`src/design/anbx_pkg.sv`:
```
// shared types and constants for the annex b nal unit splitter
`default_nettype none

package anbx_pkg;

    localparam int unsigned DATA_BYTE_W     = 8;
    localparam int unsigned UNIT_INDEX_W    = 32;
    localparam int unsigned UNIT_OFFSET_W   = 32;
    localparam int unsigned UNIT_LENGTH_W   = 24;
    localparam int unsigned REFERENCE_IDC_W = 2;
    localparam int unsigned UNIT_TYPE_W     = 5;
    localparam int unsigned M_TDATA_W       = 104;
    localparam int unsigned M_TDATA_PAD_W   = M_TDATA_W - (UNIT_INDEX_W + UNIT_OFFSET_W
                                              + UNIT_LENGTH_W + 1 + 1 + REFERENCE_IDC_W
                                              + UNIT_TYPE_W);

    // result queue holds enough items for two bytes that each make two results
    localparam int unsigned QUEUE_DEPTH = 4;
    localparam int unsigned QUEUE_PTR_W = $clog2(QUEUE_DEPTH);
    localparam int unsigned QUEUE_CNT_W = $clog2(QUEUE_DEPTH + 1);

    localparam logic [7:0] START_CODE_ZERO = 8'h00;
    localparam logic [7:0] START_CODE_ONE  = 8'h01;

    typedef enum logic [2:0] {
        PH_LEAD = 3'b001,
        PH_BODY = 3'b010,
        PH_ERR  = 3'b100
    } phase_t;

    typedef struct packed {
        logic [UNIT_INDEX_W-1:0]    unit_index;
        logic [UNIT_OFFSET_W-1:0]   unit_offset;
        logic [UNIT_LENGTH_W-1:0]   unit_length;
        logic                       long_start_code;
        logic                       forbidden_flag;
        logic [REFERENCE_IDC_W-1:0] reference_idc;
        logic [UNIT_TYPE_W-1:0]     unit_type;
        logic                       stream_error;
        logic                       last_of_run;
    } result_t;

    // results made by one accepted byte, in order
    typedef struct packed {
        logic [1:0] count;
        result_t    first;
        result_t    second;
    } push_t;

endpackage

`default_nettype wire

```
`src/design/annexb_nal_unit_splitter_top.sv`:
```
// top level of the annex b nal unit splitter
`default_nettype none

// Splits an H.264 Annex B byte stream into NAL units. One stream byte is taken per
// clock (s_tlast marks the last byte of a stream) and the per-byte parser state is
// updated in that same cycle, so bytes are accepted back to back at one per cycle
// while s_tready is high. A result item is written into the result queue when the
// byte that causes it is accepted; a unit is reported when the next start code
// completes or at the end mark, and a start code on the last byte of a stream gives
// two items. Results wait in a four-item queue; s_tready drops only while that
// queue cannot take two more items, so with m_tready held high the input never
// stalls. A stream that does not open with 00 00 01 or 00 00 00 01 gives one item
// with m_tuser set and is then skipped up to its end mark. Lengths saturate at
// 2^LENGTH_BITS - 1 and are reported in 24 bits.
module annexb_nal_unit_splitter_top #(
    parameter int unsigned LENGTH_BITS = 24
) (
    input  wire logic          aclk,
    input  wire logic          aresetn,
    input  wire logic          s_tvalid,
    output logic               s_tready,
    input  wire logic [7:0]    s_tdata,   // data_byte
    input  wire logic          s_tlast,   // end_of_stream
    output logic               m_tvalid,
    input  wire logic          m_tready,
    // unit_index, unit_offset, unit_length, long_start_code, forbidden_flag,
    // reference_idc, unit_type, zero pad
    output logic [103:0]       m_tdata,
    output logic               m_tuser,   // stream_error
    output logic               m_tlast    // last_of_run
);
    import anbx_pkg::*;

    push_t   push;
    result_t out_item;
    logic    in_accept;

    assign in_accept = s_tvalid && s_tready;

    anbx_parser #(
        .LENGTH_BITS (LENGTH_BITS)
    ) u_parser (
        .aclk          (aclk),
        .aresetn       (aresetn),
        .in_accept     (in_accept),
        .data_byte     (s_tdata),
        .end_of_stream (s_tlast),
        .push          (push)
    );

    anbx_result_queue u_queue (
        .aclk      (aclk),
        .aresetn   (aresetn),
        .push      (push),
        .in_ready  (s_tready),
        .out_valid (m_tvalid),
        .out_ready (m_tready),
        .out_item  (out_item)
    );

    assign m_tdata = {{M_TDATA_PAD_W{1'b0}}, out_item.unit_type, out_item.reference_idc,
                      out_item.forbidden_flag, out_item.long_start_code,
                      out_item.unit_length, out_item.unit_offset, out_item.unit_index};
    assign m_tuser = out_item.stream_error;
    assign m_tlast = out_item.last_of_run;

endmodule

`default_nettype wire

```
`src/design/anbx_parser.sv`:
```
// start code parser: per-byte state update and result building
`default_nettype none

module anbx_parser #(
    parameter int unsigned LENGTH_BITS = 24
) (
    input  wire logic                       aclk,
    input  wire logic                       aresetn,
    input  wire logic                       in_accept,
    input  wire logic [7:0]                 data_byte,
    input  wire logic                       end_of_stream,
    output anbx_pkg::push_t                 push
);
    import anbx_pkg::*;

    localparam logic [LENGTH_BITS-1:0] LEN_MAX = {LENGTH_BITS{1'b1}};

    phase_t                   phase_reg,  phase_next;
    logic [23:0]              recent_reg, recent_next;
    logic [1:0]               lead_reg,   lead_next;
    logic [LENGTH_BITS-1:0]   body_reg,   body_next;
    logic [31:0]              pos_reg,    pos_next;
    logic [31:0]              offset_reg, offset_next;
    logic [31:0]              units_reg,  units_next;
    logic [7:0]               header_reg, header_next;
    logic                     long_reg,   long_next;

    logic                     is_code;
    logic                     is_long;
    logic                     bad;
    logic                     opened;
    logic [1:0]               extra;

    function automatic logic [LENGTH_BITS-1:0] sat_add(input logic [LENGTH_BITS-1:0] base,
                                                       input logic [1:0] add);
        logic [LENGTH_BITS:0] sum;
        begin
            sum = {1'b0, base} + (LENGTH_BITS+1)'(add);
            sat_add = sum[LENGTH_BITS] ? LEN_MAX : sum[LENGTH_BITS-1:0];
        end
    endfunction

    function automatic result_t unit_res(input logic [31:0] idx, input logic [31:0] off,
                                         input logic [LENGTH_BITS-1:0] len, input logic lng,
                                         input logic [7:0] hdr);
        result_t    r;
        logic [7:0] h;
        begin
            r = '0;
            // empty unit reports a zero header
            h = (len != '0) ? hdr : 8'h00;
            r.unit_index      = idx;
            r.unit_offset     = off;
            r.unit_length     = UNIT_LENGTH_W'(len);
            r.long_start_code = lng;
            r.forbidden_flag  = h[7];
            r.reference_idc   = h[6:5];
            r.unit_type       = h[4:0];
            unit_res = r;
        end
    endfunction

    function automatic result_t error_res();
        result_t r;
        begin
            r = '0;
            r.stream_error = 1'b1;
            error_res = r;
        end
    endfunction

    assign is_code = (data_byte == START_CODE_ONE) && (lead_reg >= 2'd2)
                     && (recent_reg[15:0] == 16'h0000);
    assign is_long = (lead_reg == 2'd3) && (recent_reg[23:16] == 8'h00);
    assign extra   = is_long ? 2'd0 : (lead_reg - 2'd2);

    always_comb begin
        phase_next  = phase_reg;
        recent_next = recent_reg;
        lead_next   = lead_reg;
        body_next   = body_reg;
        pos_next    = pos_reg;
        offset_next = offset_reg;
        units_next  = units_reg;
        header_next = header_reg;
        long_next   = long_reg;
        bad         = 1'b0;
        opened      = 1'b0;
        push        = '0;

        if (in_accept) begin
            pos_next = pos_reg + 32'd1;
            case (phase_reg)
                PH_LEAD: begin
                    if (lead_reg < 2'd2) begin
                        if (data_byte == START_CODE_ZERO) lead_next = lead_reg + 2'd1;
                        else bad = 1'b1;
                    end else if (lead_reg == 2'd2) begin
                        if (data_byte == START_CODE_ONE) begin
                            opened      = 1'b1;
                            offset_next = pos_reg - 32'd2;
                            long_next   = 1'b0;
                        end else if (data_byte == START_CODE_ZERO) begin
                            lead_next = 2'd3;
                        end else begin
                            bad = 1'b1;
                        end
                    end else begin
                        if (data_byte == START_CODE_ONE) begin
                            opened      = 1'b1;
                            offset_next = pos_reg - 32'd3;
                            long_next   = 1'b1;
                        end else begin
                            bad = 1'b1;
                        end
                    end
                    if (opened) begin
                        phase_next  = PH_BODY;
                        lead_next   = 2'd0;
                        body_next   = '0;
                        recent_next = '0;
                        header_next = 8'h00;
                    end
                    if (bad) begin
                        push.count = 2'd1;
                        push.first = error_res();
                        phase_next = PH_ERR;
                    end else if (end_of_stream) begin
                        push.count = 2'd1;
                        push.first = opened ? unit_res(units_reg, offset_next, '0, long_next,
                                                       8'h00)
                                            : error_res();
                    end
                end
                PH_BODY: begin
                    if (is_code) begin
                        push.count  = 2'd1;
                        push.first  = unit_res(units_reg, offset_reg, sat_add(body_reg, extra),
                                               long_reg, header_reg);
                        units_next  = units_reg + 32'd1;
                        offset_next = pos_reg - (is_long ? 32'd3 : 32'd2);
                        long_next   = is_long;
                        lead_next   = 2'd0;
                        body_next   = '0;
                        recent_next = '0;
                        header_next = 8'h00;
                        if (end_of_stream) begin
                            push.count  = 2'd2;
                            push.second = unit_res(units_next, offset_next, '0, is_long, 8'h00);
                        end
                    end else begin
                        if ((body_reg == '0) && (lead_reg == 2'd0)) header_next = data_byte;
                        // oldest pending byte is committed once three are held back
                        if (lead_reg == 2'd3) body_next = sat_add(body_reg, 2'd1);
                        else lead_next = lead_reg + 2'd1;
                        recent_next = {recent_reg[15:0], data_byte};
                        if (end_of_stream) begin
                            push.count = 2'd1;
                            push.first = unit_res(units_reg, offset_reg,
                                                  sat_add(body_next, lead_next), long_reg,
                                                  header_next);
                        end
                    end
                end
                PH_ERR: begin
                    phase_next = PH_ERR;
                end
                default: begin
                    phase_next = PH_LEAD;
                end
            endcase

            if (push.count == 2'd1) push.first.last_of_run = 1'b1;
            if (push.count == 2'd2) push.second.last_of_run = 1'b1;

            // end of stream returns everything to the reset state
            if (end_of_stream) begin
                phase_next  = PH_LEAD;
                recent_next = '0;
                lead_next   = 2'd0;
                body_next   = '0;
                pos_next    = '0;
                offset_next = '0;
                units_next  = '0;
                header_next = 8'h00;
                long_next   = 1'b0;
            end
        end
    end

    always_ff @(posedge aclk) begin
        if (!aresetn) begin
            phase_reg  <= PH_LEAD;
            recent_reg <= '0;
            lead_reg   <= 2'd0;
            body_reg   <= '0;
            pos_reg    <= '0;
            offset_reg <= '0;
            units_reg  <= '0;
            header_reg <= 8'h00;
            long_reg   <= 1'b0;
        end else begin
            phase_reg  <= phase_next;
            recent_reg <= recent_next;
            lead_reg   <= lead_next;
            body_reg   <= body_next;
            pos_reg    <= pos_next;
            offset_reg <= offset_next;
            units_reg  <= units_next;
            header_reg <= header_next;
            long_reg   <= long_next;
        end
    end

endmodule

`default_nettype wire

```
`src/design/anbx_result_queue.sv`:
```
// small result queue taking up to two items per cycle and giving one
`default_nettype none

module anbx_result_queue (
    input  wire logic             aclk,
    input  wire logic             aresetn,
    input  anbx_pkg::push_t       push,
    output logic                  in_ready,
    output logic                  out_valid,
    input  wire logic             out_ready,
    output anbx_pkg::result_t     out_item
);
    import anbx_pkg::*;

    result_t                 mem [QUEUE_DEPTH];
    logic [QUEUE_PTR_W-1:0]  wr_ptr_reg, wr_ptr_next;
    logic [QUEUE_PTR_W-1:0]  rd_ptr_reg, rd_ptr_next;
    logic [QUEUE_CNT_W-1:0]  count_reg,  count_next;
    logic                    pop;

    // room for two items is kept so a byte is never refused midway
    assign in_ready  = (count_reg <= QUEUE_CNT_W'(QUEUE_DEPTH - 2));
    assign out_valid = (count_reg != '0);
    assign out_item  = mem[rd_ptr_reg];
    assign pop       = out_valid && out_ready;

    always_comb begin
        wr_ptr_next = wr_ptr_reg + QUEUE_PTR_W'(push.count);
        rd_ptr_next = rd_ptr_reg + QUEUE_PTR_W'(pop);
        count_next  = count_reg + QUEUE_CNT_W'(push.count) - QUEUE_CNT_W'(pop);
    end

    always_ff @(posedge aclk) begin
        if (!aresetn) begin
            wr_ptr_reg <= '0;
            rd_ptr_reg <= '0;
            count_reg  <= '0;
        end else begin
            wr_ptr_reg <= wr_ptr_next;
            rd_ptr_reg <= rd_ptr_next;
            count_reg  <= count_next;
        end
    end

    always_ff @(posedge aclk) begin
        if (push.count != 2'd0) mem[wr_ptr_reg] <= push.first;
        if (push.count == 2'd2) mem[wr_ptr_reg + QUEUE_PTR_W'(1)] <= push.second;
    end

    a_no_overflow: assert property (@(posedge aclk) disable iff (!aresetn)
        (push.count != 2'd0) |-> (count_reg <= QUEUE_CNT_W'(QUEUE_DEPTH) - QUEUE_CNT_W'(push.count)))
        else $error("result queue overflow");

    a_count_idle: assert property (@(posedge aclk) disable iff (!aresetn)
        (!pop && (push.count == 2'd0)) |=> $stable(count_reg))
        else $error("queue count moved without push or pop");

    a_single_last: assert property (@(posedge aclk) disable iff (!aresetn)
        (push.count == 2'd1) |-> push.first.last_of_run)
        else $error("single result without last mark");

    a_pair_last: assert property (@(posedge aclk) disable iff (!aresetn)
        (push.count == 2'd2) |-> (!push.first.last_of_run && push.second.last_of_run))
        else $error("result pair with wrong last marks");

endmodule

`default_nettype wire

```
`config.mk`:
```
export PLATFORM = sky130hd
export DESIGN_NAME = annexb_nal_unit_splitter_top
export DESIGN_NICKNAME = d
export VERILOG_FILES = /design/src/design/anbx_pkg.sv /design/src/design/annexb_nal_unit_splitter_top.sv /design/src/design/anbx_parser.sv /design/src/design/anbx_result_queue.sv
export SDC_FILE = /design/constraint.sdc
export NUM_CORES = 1
export LEC_CHECK = 0
export BUFFER_PORTS_ARGS = -buffer_cell sky130_fd_sc_hd__buf_2
export CAP_MARGIN = 25
export CORE_ASPECT_RATIO = 1.5
export CORE_MARGIN = 4
export CORE_UTILIZATION = 40
export CTS_CLUSTER_DIAMETER = 80
export DETAILED_ROUTE_END_ITERATION = 8
export GPL_TIMING_DRIVEN = 0
export MAX_ROUTING_LAYER = met4
export PLACE_DENSITY = 0.66
export SLEW_MARGIN = 20
export SYNTH_ARGS = -nofsm -noshare
export SYNTH_HDL_FRONTEND = slang
export SYNTH_SLANG_ARGS = --single-unit
```
`constraint.sdc`:
```
create_clock -name aclk -period 6.2 [get_ports aclk]
set_clock_uncertainty 0.05 [all_clocks]
set_input_delay 1.24 -clock aclk [delete_from_list [all_inputs] [get_ports aclk]]
set_output_delay 1.24 -clock aclk [all_outputs]
set_load 0.005 [all_outputs]
```
---- After elaboration in Yosys (flattened, before gate mapping) ----
Memory sizes are Yosys's and may differ from the RTL's. A register that Yosys moved wholly into a read port is not among the register bits.
Cells that the tools add are included.
storage, ports and cells
  memories kept ........................... 1
  RAM bits ................................ 396
  register bits after elaboration ......... 165
  input port bits ......................... 13
  word-level logic and storage cells ...... 159
  output and inout port bits .............. 108
memories
  name         depth  bits a word  rd ports  clocked after Yosys merged registers in  write ports  line                     text
  u_queue.mem  4      99           1         1                                        2            anbx_result_queue.sv:15  result_t mem [QUEUE_DEPTH];
cells by class
  $lt $le $gt $ge ......................... 3
  reduce and logical (&&, ||, !) cells .... 23
  multiplexer cells ....................... 88
  eq/ne operators ......................... 17
  add/sub/neg operators ................... 15
operators with widths
  kind                     number
  $mux W99                 4
  $mux W32                 10
  $mux W100                3
  $mux W24                 12
  $mux W101                2
  $pmux W101 S2            1
  $mux W200                1
  $pmux W24 S2             2
  $add A32 B1 Y32 const B  2
  $pmux W32 S2             1
  $sub A32 B2 Y32 const B  2
  $add A24 B2 Y25          2
  $mux W8                  6
  $reduce_bool A24 Y1      2
  $sub A32 B32 Y32         1
  $mux W2                  15
  $add A24 B1 Y25 const B  1
  $logic_not A24 Y1        1
  $mux W1                  24
  $logic_not A16 Y1        1
  $logic_not A8 Y1         2
  $pmux W8 S2              1
  $reduce_and A3 Y1        4
  $ne A5 B2 Y1 const B     2
  other kinds (28)         44

---- Depth between registers and ports, before layout ----
  depth after elaboration ................. 20
  gate-level depth with buffers ........... 20
  gate-level depth less buffers ........... 17

---- By module ----
A second synthesis with hierarchy kept.
unflattened totals
  cells, all modules ...................... 2966
  area, all modules ....................... 33497.1 sq um
by module, submodules not included
  module                        area an instance (sq um)  times used  cells each
  anbx_result_queue             20114.3                   1           1003
  anbx_parser                   13320.3                   1           1954
  annexb_nal_unit_splitter_top  62.6                      1           9

---- Least setup slack after synthesis ----
OpenSTA, ideal clock, no wires.
  path kind ............................... input to register
  from .................................... input s_tdata[6]
  to ...................................... memory u_queue.mem[0][0] (netlist name) (enable)
  buffers on the path ..................... 6
  arrival ................................. 5523 ps
  cell stages on the path ................. 15
  library setup time ...................... 701 ps
  path slack .............................. -74 ps
  cells stage by stage .................... nor4_1 and4_1 clkbuf_1 nand2_1 or2_2 clkbuf_1 buf_1 ha_1 a2bb2oi_1 and3_1 nand3_1 clkbuf_1 clkbuf_1 clkbuf_1 nand2_1
RTL lines
  what                line                                text
  start: declaration  annexb_nal_unit_splitter_top.sv:22  input wire logic [7:0] s_tdata,
  end: declaration    anbx_result_queue.sv:15

==> metrics.txt <==
outcome finished clean; switching share of power 30.6%; I/O pin count 121; type of origin of the critical path input port; FF+latch count, synth between 500 and 600; Post-Syn Instances roughly 3300; largest fanout on the critical path 42; max-cap viol count 0; clock root buffer master clkbuf_16; PwrDens 271 mW/mm^2; Setup-failing EPs final 0; Synth Area in Adders less than 1%; min-delay worst type flip-flop to flip-flop; critical path class input port to flip-flop; core area ~0.078 sq mm; FMAX approximately 160 MHz; RSZ-0062 raised after global routing true; period utilization 99.6%; Max IR drop VDD roughly 0.18 mV; first-pass GRT wire length 175000 microns; Worst Setup Slack, final 25.1 ps; htree depth 2; share of cells above drive strength 1 around 12%; Worst-path clk slew 70 ps; max reg flops about 400; Routed wire per std cell about 26 microns; Synth warnings 0; sw power 2.91 mW; Num CTS Buffers 52; Die ar. 0.0830 sq mm; Vias 29500; # rows about 130; Flop pwr share 43.5%; post-route minimum period 6170 ps; Arr. time, crit path 6430 ps; Synth Area in Compound Gates 20.9%; Die Ht 351 microns; cell area after layout 0.0352 sq mm; clk buf depth 3; TritonRoute pass-1 iters 9; Distinct cells, synth 85; CTS Hold Bufs 0; Slew headroom a little over a quarter; Async SR Flop Fraction 0%; register area share after synthesis roughly 44%; Critical Path RT about 6500 ps; CTS tree done; Die Wd 237 microns; combinational share of power 21.6%; Simple-Gate Fraction of Synth Area 18.0%; Iteration-0 DRC Markers 3146; Lkg Pwr 12.2 nW; Mapped Avg Cell Area 9.38 sq um; placed instance area between 0.03 and 0.04 sq mm; hold slack 403 ps; Post-DP HPWL 87700 microns; Clk Latency, worst-skew pair 650 ps; initial antenna violation count 5; number of flops mapped to enable cells by yosys 264; setup TNS 0 ps; routed vias/inst 6.42; gr usage total 28.1%; residual DRC count 0; Port-buffer cells 113; main combinational cell family by area after synthesis compound AO/OA/AOI/OAI gates; Synth Area in XOR/XNOR 3.56%; number of global-route vias before repair 28400; multiplexer share of the synthesized area 7.75%; crit end category flip-flop; net count of the finished layout around 3600; Internal Dissipation ~6.6 mW; DRT Wirelength 119000 microns; pre-CTS setup slack -1620 ps; placed cells between 4000 and 5000; top_reg_cell synth dfxtp_1; Antenna Violating Nets Remaining 0; Final Max Slew Viols 0; Clock Power Share 34.9%; gpl congestion 1.02; Worst-Margin Slew 1090 ps; Starting Density about two fifths; Area Overhead vs Synth 12.4%; # clock sinks roughly 560; Biggest register u_queue.mem; pin count of the biggest net entering global routing 43; Mapped Area about 0.031 sq mm; Final Non-Filler Cells 4588; hold violation count in the final report 0; final global-route overflow total 0
-- path summary, 6_finish.rpt --
check / startpoint / end / slack [ps] / cells after the start
setup / recovery: s_tdata[6] / u_queue.mem[0][90]$_DFFE_PP_ / 30 / 16
hold / removal: u_queue.mem[0][25]$_SDFFE_PP0P_ / u_queue.mem[0][25]$_SDFFE_PP0P_ / 400 / 2
setup reg to reg: u_parser.body_reg[22]$_SDFFE_PN0P_ / u_queue.mem[0][3]$_SDFFE_PP0P_ / 250 / 15
hold reg to reg: u_queue.mem[0][25]$_SDFFE_PP0P_ / u_queue.mem[0][25]$_SDFFE_PP0P_ / 400 / 2
-- synthesized netlist by cell type (all sizes together) (5+ instances only) --
master	n	area, sq um
nor4b	7	67.6
and4	15	131
xor2	53	464
nor4	44	312
nand2	234	878
o22ai	175	1090
o21ai	329	1650
nor2	285	1070
mux2i	19	190
a211oi	5	42.5
nand3b	6	45.0
o211ai	20	150
or4	13	97.6
xnor2	72	631
nand2b	17	106
ha	20	250
a32oi	7	61.3
a31o	65	569
mux4	99	2230
edfxtp	264	7930
a31oi	16	100
clkbuf	270	1010
a21oi	108	541
or3	49	307
nor3b	7	52.6
and2	48	300
o221ai	16	140
or2	18	113
dfxtp	297	5950
o31ai	98	736
a21o	9	67.6
a22oi	72	541
a32o	12	120
and3	60	375
nand4	32	221
a221o	8	80.1
nor3	47	235
buf	61	287
a21boi	28	210
nand3	185	926
nor2b	58	363
inv	34	128
-- kinds of logic after synthesis --
group,count (synthesis)
simple gates,1130
mux,119
flops,561
compound gates,1016
other cells,1
fa+ha+maj,23
buf+inv,367
xor+xnor,126
-- through the flow --
step	util (%)	power [mW]
CTS	45.4	9.54
global route	45.4	9.82
detailed placement	43.1	6.25
finish	45.4	9.53
global placement	42.8	6.21
floorplan	-	5.36
-- routing by layer --
layer	global-route usage [%]	vias up	part of all wire, %
met4	18.6	0	8.0
li1	-	13000	-
met3	4.46	505	8.5
met1	30.8	14200	35
met5	-	-	0
met2	47.3	1754	49
-- cell usage in the layout (no fill, tap or decap), drive strengths merged, types with 10 or more instances in the layout --
cell	n
a32o	12
ha	20
a31o	65
clkinv	21
mux2i	19
o221ai	16
a22oi	72
nand2	236
and3	60
and4	15
buf	184
or3	49
a31oi	16
a21oi	108
or2	18
nor3	47
o21ai	329
dfxtp	297
edfxtp	264
nand3	185
xor2	53
clkinvlp	10
nor4	44
inv	36
and2	48
o211ai	20
o31ai	98
nor2	285
mux4	99
nor2b	58
a21boi	28
clkbuf	327
or4	13
o22ai	175
nand2b	17
nand4	32
xnor2	72
-- power by group through the flow --
stage	Clock, mW	Combinational (mW)	Sequential, mW
2_1_floorplan	0	1.15	4.21
3_3_place_gp	0	1.97	4.24
3_5_place_dp	0	2.02	4.23
4_1_cts	3.35	2.04	4.15
5_1_grt	3.49	2.17	4.16
6_report	3.33	2.06	4.15
-- timing repair --
action,CTS,global route
setup buffers,0,0
gates cloned,1,1
gates resized for setup,24,7
pin swaps,1,1
setup endpoints to repair,352,145
-- area by class of cell --
cell class	count	area, sq um
tap	1016	1270
fill	7458	42300
inverter	36	135
timing repair buffer	123	718
sequential	561	13900
multi-input combinational	2423	16200
buffer	326	1310
clock inverter	35	324
antenna	6	15.0
clock buffer	62	1390
-- critical path: stages --
cell and delay, ps:
buf_2 180, nor4_1 430, and4_2 460, nand2_1 300, or2_2 380, clkbuf_1 280, clkinv_1 330, clkbuf_2 340
ha_1 280, nand2_1 120, o21ai_0 240, nand2_1 440, clkbuf_2 370, clkbuf_2 350, nand2_8 310, buf_16 320
(Power assumes the default switching activity.)
